File: src/rgbhsl_pkg.sv
`timescale 1ns / 1ps
// ============================================================================
// rgbhsl_pkg
// Shared types and constants for the RGB to HSL converter pipeline.
// ============================================================================
package rgbhsl_pkg;

	// One quotient bit per cell, for both dividers
	localparam int unsigned NUM_CELLS = 16;

	// Work word handed from cell to cell
	typedef struct packed {
		logic [7:0]  sat_rem;    // saturation partial remainder, always below sat_den
		logic [7:0]  sat_den;    // saturation divisor
		logic [15:0] sat_num;    // saturation numerator bits not yet shifted in
		logic [15:0] sat_quo;    // saturation quotient bits so far
		logic [10:0] hue_rem;    // hue partial remainder, always below hue_den
		logic [10:0] hue_den;    // hue divisor, six times the channel spread
		logic [15:0] hue_quo;    // hue quotient bits so far
		logic [8:0]  light;      // max plus min
	} rgbhsl_work_t;

endpackage

File: src/rgb_to_hsl_converter.sv
`timescale 1ns / 1ps
// ============================================================================
// rgb_to_hsl_converter
// 8-bit RGB pixel in, 16-bit hue, 16-bit saturation and max+min out.
// ============================================================================
// Usage:
//   Pixel channel (pixel_valid/pixel_ready, red/green/blue) takes one pixel
//   per transfer; result channel (hsl_valid/hsl_ready, hue/saturation/
//   lightness_twice) gives exactly one result per pixel, in order.
//   A pixel passes one entry stage and then a row of 16 division cells,
//   each producing one quotient bit of hue and one of saturation, and is
//   registered in each of them. The pipeline takes one pixel per cycle
//   while pixel_ready is high.
//   Every stage has its own valid bit and advances whenever its neighbor
//   takes or it is empty, so bubbles close up. When the receiver stalls, the
//   held result stays on the outputs and the pipeline keeps taking pixels
//   until all 17 stages are full; pixel_ready then drops.
//   Reset clears all valid bits; no result is pending afterwards.
//   Gray pixels give hue and saturation zero.
// ============================================================================
module rgb_to_hsl_converter (
	input  logic        clk,
	input  logic        arst_n,
	input  logic        pixel_valid,
	output logic        pixel_ready,
	input  logic [7:0]  red,
	input  logic [7:0]  green,
	input  logic [7:0]  blue,
	output logic        hsl_valid,
	input  logic        hsl_ready,
	output logic [15:0] hue,
	output logic [15:0] saturation,
	output logic [8:0]  lightness_twice
);

	localparam int unsigned N = rgbhsl_pkg::NUM_CELLS;

	rgbhsl_pkg::rgbhsl_work_t chain_data  [N+1];
	logic                     chain_valid [N+1];
	logic                     chain_ready [N+1];

	// Entry stage
	rgbhsl_front u_front (
		.clk      (clk),
		.arst_n   (arst_n),
		.red      (red),
		.green    (green),
		.blue     (blue),
		.valid_up (pixel_valid),
		.ready_up (pixel_ready),
		.data_dn  (chain_data[0]),
		.valid_dn (chain_valid[0]),
		.ready_dn (chain_ready[0])
	);

	// Row of division cells
	for (genvar i = 0; i < N; i++) begin : g_cell
		rgbhsl_cell u_cell (
			.clk      (clk),
			.arst_n   (arst_n),
			.data_up  (chain_data[i]),
			.valid_up (chain_valid[i]),
			.ready_up (chain_ready[i]),
			.data_dn  (chain_data[i+1]),
			.valid_dn (chain_valid[i+1]),
			.ready_dn (chain_ready[i+1])
		);
	end

	// Last cell drives the result channel
	assign chain_ready[N]  = hsl_ready;
	assign hsl_valid       = chain_valid[N];
	assign hue             = chain_data[N].hue_quo;
	assign saturation      = chain_data[N].sat_quo;
	assign lightness_twice = chain_data[N].light;

	// Black gives zero hue and saturation
	a_black_zero: assert property (@(posedge clk) disable iff (!arst_n)
		hsl_valid && (lightness_twice == 9'd0) |-> (hue == 16'h0000) && (saturation == 16'h0000))
		else $error("black pixel with nonzero hue or saturation");

	// White gives zero hue and saturation
	a_white_zero: assert property (@(posedge clk) disable iff (!arst_n)
		hsl_valid && (lightness_twice == 9'd510) |-> (hue == 16'h0000) && (saturation == 16'h0000))
		else $error("white pixel with nonzero hue or saturation");

	// An empty output stage means the whole row can move, so pixels are taken
	a_ready_when_drained: assert property (@(posedge clk) disable iff (!arst_n)
		!hsl_valid |-> pixel_ready)
		else $error("pixel channel stalled while result stage is empty");

endmodule

File: src/rgbhsl_front.sv
`timescale 1ns / 1ps
// ============================================================================
// rgbhsl_front
// Entry stage: max, min, sum, spread, divisors and start remainders.
// ============================================================================
module rgbhsl_front (
	input  logic                      clk,
	input  logic                      arst_n,
	input  logic [7:0]                red,
	input  logic [7:0]                green,
	input  logic [7:0]                blue,
	input  logic                      valid_up,
	output logic                      ready_up,
	output rgbhsl_pkg::rgbhsl_work_t  data_dn,
	output logic                      valid_dn,
	input  logic                      ready_dn
);

	logic                     blue_max;
	logic                     green_max;
	logic [7:0]               mx;
	logic [7:0]               mn;
	logic [8:0]               sum;
	logic [7:0]               spread;
	logic                     gray;
	logic [8:0]               den_far;
	logic [23:0]              sat_full;
	logic [10:0]              pos;
	logic [10:0]              six_d;
	rgbhsl_pkg::rgbhsl_work_t work;
	rgbhsl_pkg::rgbhsl_work_t data_s1;
	logic                     valid_s1;

	// Pick the maximum channel; blue wins ties over green, green over red
	assign blue_max  = (blue >= red) && (blue >= green);
	assign green_max = !blue_max && (green >= red);
	assign mx = blue_max ? blue : (green_max ? green : red);

	always_comb begin
		mn = red;
		if (green < mn) begin
			mn = green;
		end
		if (blue < mn) begin
			mn = blue;
		end
	end

	assign sum     = {1'b0, mx} + {1'b0, mn};
	assign spread  = mx - mn;
	assign gray    = (spread == 8'd0);
	assign den_far = 9'd510 - sum;

	// Saturation numerator spread * 65535, hue divisor 6 * spread
	assign sat_full = {spread, 16'h0000} - {16'h0000, spread};
	assign six_d    = {1'b0, spread, 2'b00} + {2'b00, spread, 1'b0};

	// Hue position inside the turn, in units of spread
	always_comb begin
		if (blue_max) begin
			pos = 11'({spread, 2'b00}) + 11'(red) - 11'(green);
		end else if (green_max) begin
			pos = 11'({spread, 1'b0}) + 11'(blue) - 11'(red);
		end else if (green < blue) begin
			pos = six_d + 11'(green) - 11'(blue);
		end else begin
			pos = 11'(green) - 11'(blue);
		end
	end

	// Gray pixels run with divisor one and zero numerators, so quotients stay zero
	always_comb begin
		work.light   = sum;
		work.sat_quo = 16'h0000;
		work.hue_quo = 16'h0000;
		if (gray) begin
			work.sat_rem = 8'd0;
			work.sat_den = 8'd1;
			work.sat_num = 16'h0000;
			work.hue_rem = 11'd0;
			work.hue_den = 11'd1;
		end else begin
			work.sat_rem = sat_full[23:16];
			work.sat_den = (sum <= 9'd255) ? sum[7:0] : den_far[7:0];
			work.sat_num = sat_full[15:0];
			work.hue_rem = pos;
			work.hue_den = six_d;
		end
	end

	assign ready_up = !valid_s1 || ready_dn;

	// Advance the stage when the next one takes or this one is empty
	always_ff @(posedge clk or negedge arst_n) begin
		if (!arst_n) begin
			valid_s1 <= 1'b0;
		end else if (ready_up) begin
			valid_s1 <= valid_up;
		end
	end

	always_ff @(posedge clk) begin
		if (valid_up && ready_up) begin
			data_s1 <= work;
		end
	end

	assign data_dn  = data_s1;
	assign valid_dn = valid_s1;

endmodule

File: src/rgbhsl_cell.sv
`timescale 1ns / 1ps
// ============================================================================
// rgbhsl_cell
// One restoring division step for saturation and hue, one quotient bit each.
// ============================================================================
module rgbhsl_cell (
	input  logic                      clk,
	input  logic                      arst_n,
	input  rgbhsl_pkg::rgbhsl_work_t  data_up,
	input  logic                      valid_up,
	output logic                      ready_up,
	output rgbhsl_pkg::rgbhsl_work_t  data_dn,
	output logic                      valid_dn,
	input  logic                      ready_dn
);

	logic [8:0]               sat_try;
	logic [8:0]               sat_sub;
	logic                     sat_ge;
	logic [11:0]              hue_try;
	logic [11:0]              hue_sub;
	logic                     hue_ge;
	rgbhsl_pkg::rgbhsl_work_t work;
	rgbhsl_pkg::rgbhsl_work_t data_q;
	logic                     valid_q;

	// Saturation: shift in the next numerator bit, subtract if it fits
	assign sat_try = {data_up.sat_rem, data_up.sat_num[15]};
	assign sat_sub = sat_try - {1'b0, data_up.sat_den};
	assign sat_ge  = (sat_try >= {1'b0, data_up.sat_den});

	// Hue: shift in a zero, subtract if it fits
	assign hue_try = {data_up.hue_rem, 1'b0};
	assign hue_sub = hue_try - {1'b0, data_up.hue_den};
	assign hue_ge  = (hue_try >= {1'b0, data_up.hue_den});

	always_comb begin
		work         = data_up;
		work.sat_rem = sat_ge ? sat_sub[7:0] : sat_try[7:0];
		work.sat_num = {data_up.sat_num[14:0], 1'b0};
		work.sat_quo = {data_up.sat_quo[14:0], sat_ge};
		work.hue_rem = hue_ge ? hue_sub[10:0] : hue_try[10:0];
		work.hue_quo = {data_up.hue_quo[14:0], hue_ge};
	end

	assign ready_up = !valid_q || ready_dn;

	// Advance when the neighbor takes or this cell is empty
	always_ff @(posedge clk or negedge arst_n) begin
		if (!arst_n) begin
			valid_q <= 1'b0;
		end else if (ready_up) begin
			valid_q <= valid_up;
		end
	end

	always_ff @(posedge clk) begin
		if (valid_up && ready_up) begin
			data_q <= work;
		end
	end

	assign data_dn  = data_q;
	assign valid_dn = valid_q;

endmodule

File: config.mk
export PLATFORM = sky130hd
export DESIGN_NAME = rgb_to_hsl_converter
export DESIGN_NICKNAME = d
export VERILOG_FILES = /design/src/rgbhsl_pkg.sv /design/src/rgb_to_hsl_converter.sv /design/src/rgbhsl_front.sv /design/src/rgbhsl_cell.sv
export SDC_FILE = /design/constraint.sdc
export NUM_CORES = 2
export LEC_CHECK = 0
export ABC_AREA = 1
export BUFFER_PORTS_ARGS = -buffer_cell sky130_fd_sc_hd__buf_2
export CAP_MARGIN = 20
export CORE_UTILIZATION = 55
export CTS_CLUSTER_DIAMETER = 80
export DETAILED_ROUTE_END_ITERATION = 10
export PLACE_DENSITY = 0.71
export REMOVE_ABC_BUFFERS = 1
export SETUP_SLACK_MARGIN = 0.5
export SLEW_MARGIN = 0
export SYNTH_ARGS = -nofsm -noshare
export SYNTH_HDL_FRONTEND = slang
export SYNTH_HIERARCHICAL = 1
export SYNTH_SLANG_ARGS = --single-unit
File: constraint.sdc
create_clock -name clk -period 10.7 [get_ports clk]
set_input_delay 2.14 -clock clk [delete_from_list [all_inputs] [get_ports clk]]
set_output_delay 2.14 -clock clk [all_outputs]
set_load 0.01 [all_outputs]
==> reports/qor.tcl <==
set qor(fmax_mhz) 108
set qor(grt_first_pass_wirelength_mm) 204
set qor(average_footprint_of_a_synthesized_cell_um2) 10.3
set qor(cts_resized) 0
set qor(postRouteAntennaNets) 0
set qor(place_inst) 7651
set qor(critical-path-max-stage-delay_ns) 0.49
set qor(num_vias) 41100
set qor(detail_route.vias_per_cell) 5.22
set qor(timing.reg2reg.worst_path_depth) 34
set qor(critPathRequiredTime_ns) 11.12
set qor(r2r-start) {g_cell[15].u_cell/valid_dn}
set qor(power_leakage_nw) 31.5
set qor(io-pin-count) 71
set qor(globalRouteOverflowTotal) 0
set qor(hold_buffers) 0
set qor(htree_levels) 3
set qor(register_clock_pin_slew_on_the_reported_worst_setup_and_hold_paths_ns) 0.06
set qor(final_core_utilization) 0.611
set qor(area_delta_synth_final_pct) 9.71
set qor(synthesis.yosys.warnings) 6
set qor(placement_stage_worst_setup_slack_ns) 0.767
set qor(period_needed_ns) 9.24
set qor(finalClockSkew_ns) 0.0647
set qor(maximum_number_of_pins_on_one_net_before_global_route_repair) 68
set qor(numCtsBuffers) 120
set qor(tritoncts) {built}
set qor(drt-wirelength-per-cell_um) 16.0
set qor(hold-worst-slack_ns) 0.355
set qor(startpoint_type) {primary input}
set qor(path_class) {primary input to register}
set qor(grt_busiest_layer) {met2}
set qor(r2r_slack_ns) 6.40
set qor(pwr_density_nw_per_um2) 326
set qor(postCtsSetupBuffers) 0
set qor(worstSetupEndpoint) {u_front/data_dn[46]}
set qor(run_status) {completed}
set qor(drv_cap) 0
set qor(setup_slack_ns) 1.46
set qor(totalWireLength_mm) 126
set qor(gr-usage-met3) 0.0258
set qor(grt_usage) 0.218
set qor(first_global_vias) 39900
set qor(critical_path.reg2reg.endpoint) {u_front/data_dn[87]}
set qor(numPortBuffers) 70
set qor(die_area_um2) 116000
set qor(setup_violations) 0
set qor(fp.dieW_um) 341
set qor(timing.hold.worst.class) {register to register}
set qor(ctsLongestPathBuffers) 3
set qor(critPathSlowestCell) {fa_1}
set qor(critPathCaptureType) {register}
set qor(cp-startpoint) {red[5]}
set qor(global_route.usage.met1) 0.294
set qor(hpwlAfterDp_mm) 94.5
set qor(timing.max_slew.rel_slack) 0.368
set qor(synth.cell_area_um2) 63000
set qor(slew_violations) 0
set qor(grt_use_met2) 0.374
set qor(peak_supply_drop_uv) 189
set qor(die_h_um) 341
set qor(layout-drive-gt1-share) 0.104
set qor(cp_max_fanout) 17
set qor(tns_ns) 0
set qor(timing.final.hold_violations) 0
set qor(rsz0062_at_grt) {no}
set qor(initial_standard_cell_utilization_of_the_core) 0.557
set qor(arrival_ns) 9.66
set qor(postSynthCellCount) 6123
set qor(clock-root-buffer) {clkbuf_16}
set qor(post-route-period-util) 0.864
set qor(drt_iter0_markers) 2867
set qor(dr_pass1_iterations) 8
set qor(stdcell_count) 7875
set qor(finalNetCount) 6759
set qor(worst_slew_pin_slew_ns) 0.948
set qor(clock_latency_ns) 0.74
set qor(clkSinkCount) 1183
set qor(antennaDiodeCount) 0
set qor(place.gp.congestion) 0.892
set qor(core_um2) 113000
set qor(fillCellCount) 9105
set qor(placement_rows) 123
set qor(antenna_violations_before_repair) 0
set qor(drc_violations) 0
-- through the flow --
stage	power, mW	instance area, µm²
after floorplan	15.7	62500
after global placement	18.0	65100
after detailed placement	18.2	65100
after CTS	22.6	69200
after global routing	24.3	69200
final	22.5	69200
-- routing by layer --
metal / up-vias / part of all wire
met1: 19400 / 0.45
met4: 0 / 0.021
met3: 183 / 0.039
li1: 20600 / -
met2: 856 / 0.49
met5: - / 0
-- power by group --
part           internal, mW  switching, mW
Sequential             7.02          0.675
Clock                  2.45           1.78
Combinational          3.83           6.77
-- sequential cells by signal, summed over array words and instances, names as in the netlist --
register                flops
g_cell.u_cell/valid_dn     16
u_front/valid_dn            1
g_cell.u_cell/data_dn    1106
u_front/data_dn            60
-- worst min path at each step --
stage | start | to | cells past startpoint
after floorplan | u_front/data_dn[0] | g_cell[0].u_cell/data_dn[0] | 0
after global placement | g_cell[12].u_cell/data_dn[3] | g_cell[13].u_cell/data_dn[3] | 0
after detailed placement | g_cell[9].u_cell/data_dn[75] | g_cell[10].u_cell/data_dn[76] | 0
after CTS | g_cell[4].u_cell/data_dn[51] | g_cell[5].u_cell/data_dn[52] | 0
after global routing | g_cell[5].u_cell/data_dn[10] | g_cell[6].u_cell/data_dn[11] | 0
final | g_cell[7].u_cell/data_dn[53] | g_cell[8].u_cell/data_dn[54] | 0
-- critical path: cells and delay by family --
family | cells | cell delay [ns]
simple gates | 17 | 2.33
buf+inv | 8 | 0.92
fa+ha+maj | 7 | 2.40
xor+xnor | 2 | 0.72
compound gates | 6 | 1.14
-- placed cells by master (no fill, tap or decap), drive strengths merged, types with 10 or more instances in the layout --
master,instances
dfrtp,17
buf,91
clkinv,42
xor2,118
nor3,20
or2,51
ha,400
nand3b,49
clkbuf,153
a21boi,17
bufinv,14
nand4,72
nor2,296
o21ai,67
nand3,639
xnor2,29
edfxtp,1166
a21oi,218
inv,1004
nand2,1799
clkinvlp,10
fa,58
-- area by class of cell --
| type | count | area [µm²] | area share |
|---|---|---|---|
| Sequential cell | 1183 | 35400 | 0.512 |
| Multi-Input combinational cell | 3878 | 23500 | 0.340 |
| Inverter | 999 | 3750 | 0.0542 |
| Clock buffer | 153 | 3170 | 0.0458 |
| Tap cell | 1500 | 1880 | 0.0271 |
| Clock inverter | 71 | 918 | 0.0133 |
| Timing Repair Buffer | 91 | 508 | 0.00735 |
Power figures use the tool's default switching activity.
